## src/lsd_pkg.sv

```systemverilog
// Shared types, codes and helpers for the addressable LED strip driver.
package lsd_pkg;

	// Item kinds; the fourth code does nothing
	typedef enum logic [1:0] {
		KIND_WRITE   = 2'd0,
		KIND_REFRESH = 2'd1,
		KIND_TICK    = 2'd2
	} kind_t;

	// Configuration register indexes
	localparam logic [2:0] REG_SLOT_PERIOD = 3'd0;
	localparam logic [2:0] REG_ZERO_HIGH   = 3'd1;
	localparam logic [2:0] REG_ONE_HIGH    = 3'd2;
	localparam logic [2:0] REG_RESET_SLOTS = 3'd3;
	localparam logic [2:0] REG_LED_COUNT   = 3'd4;

	// Configuration reset values
	localparam logic [15:0] SLOT_PERIOD_RST = 16'd104;
	localparam logic [15:0] ZERO_HIGH_RST   = 16'd29;
	localparam logic [15:0] ONE_HIGH_RST    = 16'd58;
	localparam logic [9:0]  RESET_SLOTS_RST = 10'd64;
	localparam logic [8:0]  LED_COUNT_RST   = 9'd256;

	localparam logic [4:0] BITS_PER_LED = 5'd24;

	typedef struct packed {
		logic [15:0] slot_period;
		logic [15:0] zero_high;
		logic [15:0] one_high;
		logic [9:0]  reset_slots;
		logic [8:0]  led_count;
	} cfg_t;

	typedef struct packed {
		logic        sending;
		logic        in_reset;
		logic [8:0]  led_pos;
		logic [4:0]  bit_pos;
		logic [23:0] color;
		logic [15:0] tick;
		logic [9:0]  rslot;
	} seq_state_t;

	typedef struct packed {
		logic line_level;
		logic busy_res;
		logic frame_done;
		logic request_dropped;
	} result_t;

	// Line level driven by a sequencer state during its next tick
	function automatic logic level_of(input seq_state_t st, input cfg_t cfg);
		logic [15:0] high;
		high = st.color[23] ? cfg.one_high : cfg.zero_high;
		return st.sending && !st.in_reset && (st.tick < high);
	endfunction

endpackage

```

## src/lsd_out_skid.sv

```systemverilog
// Result register with skid stage so the input side keeps flowing.
module lsd_out_skid (
	input  logic             clk,
	input  logic             arst_n,
	input  logic             push,
	input  lsd_pkg::result_t push_data,
	output logic             can_push,
	output logic             out_valid,
	input  logic             out_ready,
	output lsd_pkg::result_t out_data
);
	import lsd_pkg::*;

	logic    out_v_q;
	logic    skid_v_q;
	result_t out_q;
	result_t skid_q;

	assign can_push  = !skid_v_q;
	assign out_valid = out_v_q;
	assign out_data  = out_q;

	// Valid flags
	always_ff @(posedge clk or negedge arst_n) begin
		if (!arst_n) begin
			out_v_q  <= 1'b0;
			skid_v_q <= 1'b0;
		end else if (out_v_q && out_ready) begin
			if (skid_v_q) begin
				skid_v_q <= 1'b0;
			end else begin
				out_v_q <= push;
			end
		end else if (push) begin
			if (!out_v_q) begin
				out_v_q <= 1'b1;
			end else begin
				skid_v_q <= 1'b1;
			end
		end
	end

	// Payload
	always_ff @(posedge clk) begin
		if (out_v_q && out_ready) begin
			if (skid_v_q) begin
				out_q <= skid_q;
			end else if (push) begin
				out_q <= push_data;
			end
		end else if (push) begin
			if (!out_v_q) begin
				out_q <= push_data;
			end else begin
				skid_q <= push_data;
			end
		end
	end

endmodule

```

## config.mk

```make
export PLATFORM = sky130hd
export DESIGN_NAME = lsd_out_skid
export DESIGN_NICKNAME = d
export VERILOG_FILES = /design/src/lsd_pkg.sv /design/src/lsd_out_skid.sv
export SDC_FILE = /design/constraint.sdc
export NUM_CORES = 1
export LEC_CHECK = 0
export ABC_AREA = 1
export BUFFER_PORTS_ARGS = -buffer_cell sky130_fd_sc_hd__buf_4
export CAP_MARGIN = 0
export CORE_AREA = 2 2 39 41
export CTS_BUF_LIST = sky130_fd_sc_hd__clkbuf_16
export DETAILED_ROUTE_END_ITERATION = 16
export DIE_AREA = 0 0 41 43
export PLACE_DENSITY = 0.59
export SYNTH_ARGS = -nofsm -noshare
export SYNTH_HDL_FRONTEND = slang
export SYNTH_SLANG_ARGS = --single-unit
```

## constraint.sdc

```tcl
create_clock -name clk -period 2.4 [get_ports clk]
set_input_delay 0 -clock clk [delete_from_list [all_inputs] [get_ports clk]]
set_output_delay 0 -clock clk [all_outputs]
set_load 0.1 [all_outputs]
```

# Yosys cells after proc, flatten, opt, wreduce, memory -nomap -nowiden
# Cells that the tools add are included.
# totals
inputBits	8
register_bits	10
wordCells	33
# classes
n_eq_ne	2
n_reduce_logical	9
bitwise	1
muxes	11
# ops
operator	count
$mux W4	5
$mux W1	6
$reduce_and A3 Y1	2
$reduce_bool A2 Y1	3
$reduce_and A2 Y1	2
$ne A2 B1 Y1 const B	1
$ne A2 B2 Y1 const B	1
$logic_and A1 B1 Y1	1
$logic_not A1 Y1	1
$not A1 Y1	1

# Longest topological paths before layout
# depth
ltp_word	3
depth_mapped	5
depth_no_buf	4

# Least setup slack after synthesis
# Ideal clock, no wire load.
# synth_timing
path_type	register to register
startpoint	register out_v_q (netlist: out_valid)
endpoint	register skid_q[0] (netlist bit) (enable)
n_path_buf	1
t_arrival_ns	1.481
setup_slack_ns	0.589
period_less_slack_ns	1.811
path_stages_with_launch	4
path_cell_list	dfrtp_1 > buf_4 > nand2_1 > nor2_1
# synth_via
elab_chain_len	3
# synth_lines
element	line	rtl
start, declared	lsd_out_skid.sv:14	logic out_v_q;
start signal, assigned	lsd_out_skid.sv:32	out_v_q <= push;
$logic_and A1 B1 Y1	lsd_out_skid.sv:45	if (out_v_q && out_ready) begin
$not A1 Y1 (no source line)	n/a	
$reduce_and A3 Y1 (no source line) *	n/a	
end signal, assigned	lsd_out_skid.sv:55	skid_q <= push_data;
end, declared	lsd_out_skid.sv:17	result_t skid_q;
# Mark *: on every way between the ends. The rest lies on a longest branch, timed or not.
# A chain may end at the register's enable or synchronous reset.

# Final worst setup path
# layout_timing
startpoint	register out_v_q (netlist: out_valid)
endpoint	register skid_q[3] (netlist bit) (enable)
# The elaborated chain is that of the path after synthesis.

==> metrics.md <==
| Metric | Value |
|---|---|
| Critical Path, Cell by Cell | nand2_1 > nor2_1 |
| Die Y | 43 um |
| First-pass GRT wire length | 1320 um |
| CP bufs+invs | 0 |
| Final Cycle Share | 52.2% |
| CTS buffer count | 3 |
| Main area contributors after synthesis | edfxtp_1 56%, nand2_1 13%, dfrtp_1 12% |
| Register Area | 290 sq um |
| Outcome | finished clean |
| Pre-antenna DRT Iters | 4 |
| Critical path depth | 2 |
| Core Area | 1380 sq um |
| Pwr dens | 970 nW/um^2 |
| Slowest stage cell on the critical path | dfrtp_1 |
| CTS tree | built |
| WS Path Type | flip-flop to flip-flop |
| Clock Path Buffers | 2 |
| Antenna-violating nets left | 0 |
| Global Route Usage Sum | 11.8% |
| RSZ-0062 raised after global routing | false |
| Flop-to-flop setup slack | 1.15 ns |
| Synth area leader | edfxtp_1 |
| Setup bufs post-CTS | 0 |
| Placer Congestion | 0.759 |
| DRC viols | 0 |
| Crit. Startpoint | out_valid$_DFFE_PN0P_ |
| Hold WC Path Type | primary input to flip-flop |
| Post-synth cell types | 12 |
| Max_slew headroom | 79.4% |
| Antenna violations before repair | 0 |
| Starting Density | 31.2% |
| FMAX | 0.798 GHz |
| Leak | 0.304 nW |
| Maxcap violations | 0 |
| Clock latency on the worst-skew pair | 0.24 ns |
| Clk Tree Root Cell | clkbuf_16 |
| Filler cells | 130 |
| Yosys warnings | 0 |
| Syn Nets | 48 |
| CTS HTree Levels | 1 |
| Worst path top cell family by delay | flip-flops |
| Register area share after synthesis | 67.2% |
| Wirelength, routed | 743 um |
| Via density | 4.34 |
| Worst EP required | 2.31 ns |
| Area of the multi-input gates | 111 sq um |
| I/O pin cnt | 14 |
| Post-CTS sizing | 0 |
| Final min period | 1.25 ns |
| Largest net degree at the start of global routing | 11 |
| Clk slew on worst S/H paths | 0.04 ns |
| Worst r2r dst | skid_q[3]$_DFFE_PP_ |
| Max VDD drop | 0.558 mV |
| Final Max Tran Viols | 0 |
| Grt total ovfl | 0 |
| Area grow syn2layout | 53.6% |
| Top-area cell type share of the netlist area | 55.7% |
| Vias in the first global route | 319 |
| WP data arrival | 1.16 ns |
| Placed inst area | 534 sq um |
| Maximum fanout along the worst path | 10 |
| Worst slew pin tran | 0.308 ns |
| Final Hold Fails | 0 |
| Avg WL per Cell | 9.78 um |
| Mean Syn Cell Area | 10.8 sq um |
| Setup_tns | 0 ns |
| Crit start category | flip-flop |
| # port buffers | 13 |
| Hold Buf Count CTS | 5 |
| Fin area | 663 sq um |
| Seq cells post-synth | 10 |
| Setup Skew | 0.000283 ns |
| Die X-Extent | 41 um |
| Final setup viols | 0 |
| Die area | 1760 sq um |
| Post-synthesis instance area | 432 sq um |
| Crit. End Element | flip-flop |
| Drt initial violations | 5 |
| Worst-case reg-to-reg path depth | 2 |
| Ant diodes | 0 |
| Post-DP HPWL | 523 um |
| Share of post-route cells with drive strength above 1 | 33.3% |
| Crit-path max cell delay | 0.50 ns |
| Reg-to-reg startpoint | out_valid$_DFFE_PN0P_ |
| CTS Sinks | 10 |
| Vias | 330 |
| Setup crit end | skid_q[3]$_DFFE_PP_ |
| # rows | 14 |
| Mapped Cells | 40 |
| Post-layout nets | 69 |
-- synthesized netlist by cell type --
cell       n
dfrtp_1    2
a21oi_1    1
nor2_1     1
nand4_1    4
inv_2      2
buf_4      2
inv_1      2
nand3_2    1
edfxtp_1   8
nand2_1   15
nor2_2     1
nand3_1    1
-- cell usage in the layout (no fill, tap or decap) --
cell / synthesis / final
nand3_2: 1 / 1
nand4_1: 4 / 4
clkbuf_16: 0 / 3
edfxtp_1: 8 / 8
inv_1: 2 / 2
dfrtp_1: 2 / 2
clkinv_1: 0 / 1
buf_4: 2 / 13
nor2_2: 1 / 1
nor2_1: 1 / 1
dlygate4sd3_1: 0 / 5
inv_2: 2 / 2
a21oi_1: 1 / 1
nand3_1: 1 / 1
nand2_1: 15 / 15
-- metal layers --
| layer | up-vias | part of all wire (%) | global-route usage [%] |
|---|---|---|---|
| met3 | 2 | 7.4 | 4.71 |
| met1 | 141 | 46 | 14.6 |
| met2 | 13 | 45 | 15.3 |
| li1 | 174 | - | - |
| met4 | 0 | 1.9 | 10.0 |
| met5 | - | 0 | 0 |
-- power by group --
part | total (W) | switching (W) | internal, W | leakage [nW]
registers | 0.000215 | 0.0000104 | 0.000205 | 0.0978
logic | 0.000132 | 0.0000983 | 0.0000341 | 0.168
clock network | 0.000296 | 0.0000777 | 0.000218 | 0.0385
-- worst min path at each step --
stage          startpoint                     to  cells after the start
2_1_floorplan      arst_n  out_valid$_DFFE_PN0P_                      0
3_3_place_gp       arst_n  out_valid$_DFFE_PN0P_                      1
3_5_place_dp       arst_n   skid_v_q$_DFFE_PN0P_                      1
4_1_cts              push  out_valid$_DFFE_PN0P_                      3
5_1_grt              push  out_valid$_DFFE_PN0P_                      3
6_report             push  out_valid$_DFFE_PN0P_                      3
-- worst min-delay path: stages --
cell and delay (ns):
buf_4 0.09, inv_1 0.06, nand3_1 0.08
-- cell type report --
type / count / share of cell area (%)
Clock buffer: 3 / 11.3
Clock inverter: 1 / 0.566
Inverter: 4 / 2.26
Multi-Input combinational cell: 24 / 16.8
Sequential cell: 10 / 43.8
Tap cell: 16 / 3.02
Timing Repair Buffer: 18 / 22.3
-- per-stage QoR --
stage	setup WS [ns]	instances	power (W)	util (%)	hold slack, ns
global route	1.07	76	0.000666	47.9	0.0542
global placement	1.18	67	0.000344	38.6	-0.218
floorplan	0.589	40	0.000317	-	-0.296
CTS	1.14	76	0.000650	47.9	0.0238
detailed placement	1.15	67	0.000344	38.6	-0.217
finish	1.15	76	0.000643	47.9	0.0253
-- cell families after synthesis --
logic type / Yosys count / synth area share [%]
buffers and inverters: 6 / 6.96
AO/OA/AOI/OAI: 1 / 1.16
AND/OR/NAND/NOR: 23 / 24.6
flip-flops: 10 / 67.2
-- sequential cells by signal (all words and copies together) (netlist names) --
register and flops:
skid_v_q 1, skid_q 4, out_data 4, out_valid 1
No activity file was read; power rests on OpenSTA's default activity.
