--- src/lsd_pkg.sv ---
// Shared types, codes and helpers for the addressable LED strip driver.
package lsd_pkg;

	// Item kinds; the fourth code does nothing
	typedef enum logic [1:0] {
		KIND_WRITE   = 2'd0,
		KIND_REFRESH = 2'd1,
		KIND_TICK    = 2'd2
	} kind_t;

	// Configuration register indexes
	localparam logic [2:0] REG_SLOT_PERIOD = 3'd0;
	localparam logic [2:0] REG_ZERO_HIGH   = 3'd1;
	localparam logic [2:0] REG_ONE_HIGH    = 3'd2;
	localparam logic [2:0] REG_RESET_SLOTS = 3'd3;
	localparam logic [2:0] REG_LED_COUNT   = 3'd4;

	// Configuration reset values
	localparam logic [15:0] SLOT_PERIOD_RST = 16'd104;
	localparam logic [15:0] ZERO_HIGH_RST   = 16'd29;
	localparam logic [15:0] ONE_HIGH_RST    = 16'd58;
	localparam logic [9:0]  RESET_SLOTS_RST = 10'd64;
	localparam logic [8:0]  LED_COUNT_RST   = 9'd256;

	localparam logic [4:0] BITS_PER_LED = 5'd24;

	typedef struct packed {
		logic [15:0] slot_period;
		logic [15:0] zero_high;
		logic [15:0] one_high;
		logic [9:0]  reset_slots;
		logic [8:0]  led_count;
	} cfg_t;

	typedef struct packed {
		logic        sending;
		logic        in_reset;
		logic [8:0]  led_pos;
		logic [4:0]  bit_pos;
		logic [23:0] color;
		logic [15:0] tick;
		logic [9:0]  rslot;
	} seq_state_t;

	typedef struct packed {
		logic line_level;
		logic busy_res;
		logic frame_done;
		logic request_dropped;
	} result_t;

	// Line level driven by a sequencer state during its next tick
	function automatic logic level_of(input seq_state_t st, input cfg_t cfg);
		logic [15:0] high;
		high = st.color[23] ? cfg.one_high : cfg.zero_high;
		return st.sending && !st.in_reset && (st.tick < high);
	endfunction

endpackage

--- src/lsd_frame_seq.sv ---
// Frame sequencer: per-item state update, waveform timing and pixel prefetch.
module lsd_frame_seq #(
	parameter int MAX_LEDS = 256,
	parameter int AW       = 8
) (
	input  logic              clk,
	input  logic              arst_n,
	input  logic              accept,
	input  logic [1:0]        kind,
	input  logic [7:0]        pixel_index,
	input  logic [7:0]        red,
	input  logic [7:0]        green,
	input  logic [7:0]        blue,
	input  lsd_pkg::cfg_t     cfg,
	input  logic [23:0]       pix_next,
	output logic              pix_we,
	output logic [AW-1:0]     pix_waddr,
	output logic [23:0]       pix_wdata,
	output logic [AW-1:0]     pix_raddr,
	output lsd_pkg::result_t  result,
	output logic              sending
);
	import lsd_pkg::*;

	seq_state_t  st_q;
	seq_state_t  st_d;
	seq_state_t  st_nx;
	logic [8:0]  eff;
	logic [8:0]  led_inc;
	logic        idx_over;
	logic        fin;
	logic        dropped;
	logic        wr_ok;
	logic [31:0] rd_next;

	// Effective LED count saturates at the store depth
	assign eff      = (32'(cfg.led_count) > MAX_LEDS) ? 9'(MAX_LEDS) : cfg.led_count;
	assign idx_over = 32'(pixel_index) >= MAX_LEDS;
	assign led_inc  = st_q.led_pos + 9'd1;

	// Next state and result for the item at the input
	always_comb begin
		st_d    = st_q;
		fin     = 1'b0;
		dropped = 1'b0;
		wr_ok   = 1'b0;
		case (kind)
			KIND_WRITE: begin
				if (st_q.sending || ({1'b0, pixel_index} >= eff) || idx_over) begin
					dropped = 1'b1;
				end else begin
					wr_ok = 1'b1;
				end
			end
			KIND_REFRESH: begin
				if (st_q.sending) begin
					dropped = 1'b1;
				end else begin
					st_d.sending  = 1'b1;
					st_d.in_reset = 1'b0;
					st_d.led_pos  = '0;
					st_d.bit_pos  = '0;
					st_d.tick     = '0;
					st_d.rslot    = '0;
					st_d.color    = pix_next;
				end
			end
			KIND_TICK: begin
				if (st_q.sending) begin
					if (st_q.tick < cfg.slot_period) begin
						st_d.tick = st_q.tick + 16'd1;
					end else begin
						st_d.tick = '0;
						if (st_q.in_reset) begin
							st_d.rslot = st_q.rslot + 10'd1;
							if (st_d.rslot >= cfg.reset_slots) begin
								fin = 1'b1;
							end
						end else begin
							st_d.color   = {st_q.color[22:0], 1'b0};
							st_d.bit_pos = st_q.bit_pos + 5'd1;
							if (st_q.bit_pos == BITS_PER_LED - 5'd1) begin
								st_d.bit_pos = '0;
								if (led_inc >= eff) begin
									st_d.led_pos = '0;
									st_d.color   = '0;
									if (cfg.reset_slots == 10'd0) begin
										fin = 1'b1;
									end else begin
										st_d.in_reset = 1'b1;
										st_d.rslot    = '0;
									end
								end else begin
									st_d.led_pos = led_inc;
									st_d.color   = pix_next;
								end
							end
						end
					end
				end
			end
			default: begin
			end
		endcase
		// End the frame
		if (fin) begin
			st_d.sending  = 1'b0;
			st_d.in_reset = 1'b0;
			st_d.rslot    = '0;
		end
	end

	// Result fields
	always_comb begin
		result.line_level      = (kind == KIND_TICK) ? level_of(st_q, cfg) : level_of(st_d, cfg);
		result.busy_res        = st_d.sending;
		result.frame_done      = fin;
		result.request_dropped = dropped;
	end

	// Advance state on each transaction
	always_ff @(posedge clk or negedge arst_n) begin
		if (!arst_n) begin
			st_q <= '0;
		end else if (accept) begin
			st_q <= st_d;
		end
	end

	// Pixel store write, GRB order
	assign pix_we    = accept && wr_ok;
	assign pix_waddr = AW'(pixel_index);
	assign pix_wdata = {green, red, blue};

	// Prefetch from the state of the next cycle: next LED, or pixel zero while idle
	always_comb begin
		st_nx   = accept ? st_d : st_q;
		rd_next = st_nx.sending ? (32'(st_nx.led_pos) + 32'd1) : 32'd0;
		if (rd_next >= 32'(MAX_LEDS)) begin
			rd_next = 32'd0;
		end
	end
	assign pix_raddr = AW'(rd_next);

	assign sending = st_q.sending;

endmodule

--- config.mk ---
export PLATFORM = sky130hd
export DESIGN_NAME = lsd_frame_seq
export DESIGN_NICKNAME = d
export VERILOG_FILES = /design/src/lsd_pkg.sv /design/src/lsd_frame_seq.sv
export SDC_FILE = /design/constraint.sdc
export NUM_CORES = 1
export LEC_CHECK = 0
export CAP_MARGIN = 20
export CORE_MARGIN = 3
export CORE_UTILIZATION = 51
export DETAILED_ROUTE_END_ITERATION = 8
export DONT_BUFFER_PORTS = 1
export GPL_TIMING_DRIVEN = 0
export PLACE_DENSITY = 0.66
export SYNTH_ARGS = -nofsm -noshare
export SYNTH_HDL_FRONTEND = slang
export SYNTH_SLANG_ARGS = --single-unit
--- constraint.sdc ---
create_clock -name clk -period 7.5 [get_ports clk]
set_input_delay 1.5 -clock clk [delete_from_list [all_inputs] [get_ports clk]]
set_output_delay 1.5 -clock clk [all_outputs]
set_load 0.005 [all_outputs]
# After elaboration in Yosys (flattened, before gate mapping)
# Index checks and enable logic that the tools add are counted.
# classes
add_sub_neg	5
order_cmp	8
n_eq_ne	13
muxes	39
reduce_logical	14
# op_table
op	n
2-to-1 mux 65 bit	2
case mux 65 bit (2 select lines)	1
2-to-1 mux 39 bit	3
2-to-1 mux 10 bit	7
2-to-1 mux 66 bit	1
less-than comparator 16 bit	3
2-to-1 mux 16 bit	3
2-to-1 mux 24 bit	1
2-to-1 mux 9 bit	2
adder 16 x 1 -> 16 bit (second input constant)	1
2-to-1 mux 1 bit	16
!= test 4 bit (second input constant)	3
adder 10 x 1 -> 10 bit (second input constant)	1
adder 9 x 1 -> 10 bit (second input constant)	1
>= comparator 10 bit	1
>= comparator 10 x 9 -> 1 bit (second input constant)	1
zero test 10 bit	1
adder 9 x 1 -> 9 bit (second input constant)	1
>= comparator 8 x 9 -> 1 bit	1
>= comparator 9 bit	1
> comparator 9 bit (second input constant)	1
!= test 3 bit (second input constant)	3
2-to-1 mux 8 bit	1
!= test 2 bit (second input constant)	4
14 further kinds	19
# word_totals
register_bits	66
in_bits	128
out_inout_bits	46
word_cells	87

# Longest topological paths before layout
# depth
word_depth	15
ltp_mapped	26
ltp_nobuf	24

# Worst setup path before layout
# Ideal clock, no wire load.
# synth_timing
kind	input to output
startpoint	input port cfg[66] in the netlist's numbering
endpoint	output port result[3] in the netlist's numbering
t_arrival_ns	5.343
t_required_ns	6.000
setup_slack_ns	0.657
path_stages	21
n_path_buf	1
cell_sequence	inv_1 -> ha_1 -> nand4_1 -> or3_1 -> o32a_1 -> and2_1 -> o21ai_1 -> nand2_1 -> a22oi_2 -> buf_2 -> mux2i_1 -> ha_1 -> a21oi_1 -> nor2b_1 -> o21ai_0 -> nand2b_1 -> a21oi_1 -> o221ai_1 -> nor2_1 -> nand2_1 -> o22ai_1
# synth_lines
element	line	text
start, declared	lsd_frame_seq.sv:14	input lsd_pkg::cfg_t cfg,
end, declared	lsd_frame_seq.sv:20	output lsd_pkg::result_t result,

==> impl_metrics.ini <==
[cells_and_area]
final_cell_area_um2 = 7170
num_antenna_cells = 0
drive_above_1_share_pct = 9.99
layout.nets = 1034
post-route-util_pct = 58.3
area_delta_synth_final_pct = 8.60

[floorplanning]
num_rows = 40
start_util_pct = 53.6
die_area_um2 = 14300
io_pins = 174
die_h_um = 120
die_w_um = 120
core-area_um2 = 12300

[placed_design]
io_buffer_count = 0
dpl_cell_area_um2 = 6810
gp_congestion = 0.970
dpl.hpwl_um = 14400

[worst_hold_path]
hold_class = flop to flop

[clock_tree]
cts_buffer_depth = 2
clk_root_buffer_cell = clkbuf_16
cts_buffers = 9
cts_tree = yes
htree_levels = 3
ctsHoldBuffers = 0
cts.sinks = 66
clk_latency_ns = 0.33
path_clk_slew_ns = 0.06

[timing]
max_slew_margin_pct = 48.8
period_needed_ns = 7.23
finalSetupViolCount = 0
fin_crit_sh_pct = 96.4
finalMaxSlewViolations = 0
fmax_mhz = 138
hold_violations = 0
grt_setup_unrepaired = no
fin_skew_ns = 0.00829
worstMarginPinSlew_ns = 0.767
whs_ns = 0.484

[grt]
grtUsageTotal_pct = 24.7
grt_first_pass_wirelength_um = 29100
overflow = 0
grt_pass1_vias = 5876
antenna_found_initial = 0
grt_start_max_net_pins = 67

[routing]
ant_nets = 0
drc_errors = 0
wl_um = 18100
wl_per_cell_um = 18.1
viasPerCell = 6.22
drtIter0Drc = 479
first_pass_iters = 5
vias = 6217

[yosys]
yosys_warnings = 0
syn_avg_cell_area_um2 = 8.12
synthCells = 813
ys.flop_type = dfrtp_1
synth_nets = 1021
yosysSeqAreaShare_pct = 25.0
synth.distinct_cells = 62
synth_top_area_share_pct = 25.0
yosysTopAreaCell = dfrtp_1
netlist_area_um2 = 6600
synth_edf_count = 0
synth-async-reset-ratio_pct = 100
netlist_top_cells_count = 92 x o21ai_0, 91 x nand2_1, 80 x ha_1
yosysMostFrequentCell = o21ai_0
yosys_register_bits = 66
yosys-top-cells-area = dfrtp_1 25%, ha_1 15%, o21ai_0 7.0%

[power]
p_leak_nw = 3.38
p_per_area_nw_per_um2 = 129
worst_ir_drop_vdd_v = 0.000158

[critical_path]
start_kind = input port
critical_path_class = input port to primary output
r2r_slack_ns = 3.27
critical_path.max_fanout = 10
arrival_ns = 5.73
endpoint_kind = primary output
required_ns = 6.00

[run]
drv_cap = 0

[run_status]
outcome = completed
==> state kept, by name, summed over array words and instances (netlist names) <==
register / cells
sending: 1
st_q: 65
==> logic make-up after synthesis <==
group | share of synthesized area (%)
and+or+nand+nor | 19.4
AOI/OAI and AO/OA | 24.4
buffers and inverters | 8.15
adders and majority gates | 15.2
DFF | 25.0
muxes | 5.19
xor gates and xnor gates | 2.65
==> layout by cell type, fill, tap and decap left out, types with 3 or more instances in the layout <==
| master | count |
|---|---|
| a31o_2 | 4 |
| o31ai_1 | 20 |
| dfrtp_1 | 66 |
| clkbuf_16 | 9 |
| nand2b_1 | 10 |
| inv_1 | 41 |
| nor3b_1 | 3 |
| nor3_1 | 15 |
| xnor2_1 | 15 |
| a22o_1 | 10 |
| nand3_1 | 34 |
| buf_4 | 38 |
| a32o_1 | 8 |
| a2111oi_0 | 4 |
| mux2i_1 | 32 |
| a21o_1 | 11 |
| nor2b_1 | 14 |
| buf_2 | 3 |
| nor2_1 | 39 |
| nand4_1 | 9 |
| o21a_1 | 4 |
| o22ai_1 | 5 |
| o21ai_0 | 92 |
| a22oi_1 | 24 |
| ha_1 | 80 |
| a21oi_1 | 33 |
| nor4_1 | 6 |
| a211oi_1 | 3 |
| and3_1 | 19 |
| or2_2 | 9 |
| or3_1 | 5 |
| xor2_1 | 4 |
| clkbuf_1 | 23 |
| o2bb2ai_1 | 4 |
| inv_6 | 3 |
| nand2_1 | 91 |
==> routing by layer <==
metal	vias to the layer above	global-route usage, %	part of all wire, %
met5	-	0	0
met4	0	5.58	1.4
met3	28	4.57	7.9
met2	282	40.7	47
met1	2908	33.8	44
li1	2999	-	-
==> layout make-up <==
| class | instances | area, µm² |
|---|---|---|
| fillers | 1134 | 5140 |
| clock inverters | 7 | 82.6 |
| plain buffers | 65 | 388 |
| repair buffers | 2 | 15.0 |
| inverters | 42 | 158 |
| multi-input cells | 640 | 4440 |
| flip-flops and latches | 66 | 1650 |
| well taps | 168 | 210 |
| clock buffers | 9 | 225 |
==> worst max-delay path, cell delays in order <==
cell	delay, ns
inv_1	0.02
ha_1	0.30
nand4_1	0.15
or3_1	0.38
o32a_1	0.46
and2_1	0.30
o21ai_2	0.31
nand2_1	0.11
a22oi_2	0.26
clkbuf_4	0.31
mux2i_1	0.22
ha_1	0.26
a21oi_1	0.14
nor2b_1	0.06
o21ai_0	0.14
nand2b_1	0.08
a21oi_1	0.18
o221ai_1	0.14
nor2_1	0.10
nand2_1	0.07
o22ai_1	0.25
==> worst paths after layout <==
check                         start         to  depth (start not counted)
setup / recovery            cfg[62]  result[3]                         21
hold / removal             st_q[48]   st_q[48]                          2
setup reg to reg           st_q[55]    st_q[2]                         18
hold reg to reg            st_q[48]   st_q[48]                          2
max in group asynchronous    arst_n   st_q[24]                          0
min in group asynchronous    arst_n    st_q[3]                          0
==> power breakdown <==
part	internal [mW]	leakage, nW	switching (mW)	total (mW)
Clock	0.263	0.145	0.174	0.438
Combinational	0.0521	2.32	0.0719	0.124
Sequential	0.359	0.914	0.00618	0.365
Total	0.674	3.38	0.252	0.926
==> through the flow <==
stage / setup WS [ns] / power (mW) / cells / TNS, ns
2_1_floorplan: 0.657 / 0.465 / 813 / 0
3_3_place_gp: 0.0101 / 0.489 / 981 / 0
3_5_place_dp: -0.0846 / 0.493 / 981 / -0.0846
4_1_cts: 0.111 / 0.935 / 998 / 0
5_1_grt: 0.00733 / 0.970 / 999 / 0
6_report: 0.272 / 0.926 / 999 / 0
==> what timing repair did <==
item                       in CTS  in global routing
setup buffers                   1                  1
hold endpoints to repair        0                  0
resized for setup               0                 12
pin swaps                       1                  1
setup endpoints to repair       1                  1
No activity file was read; power rests on OpenSTA's default activity.
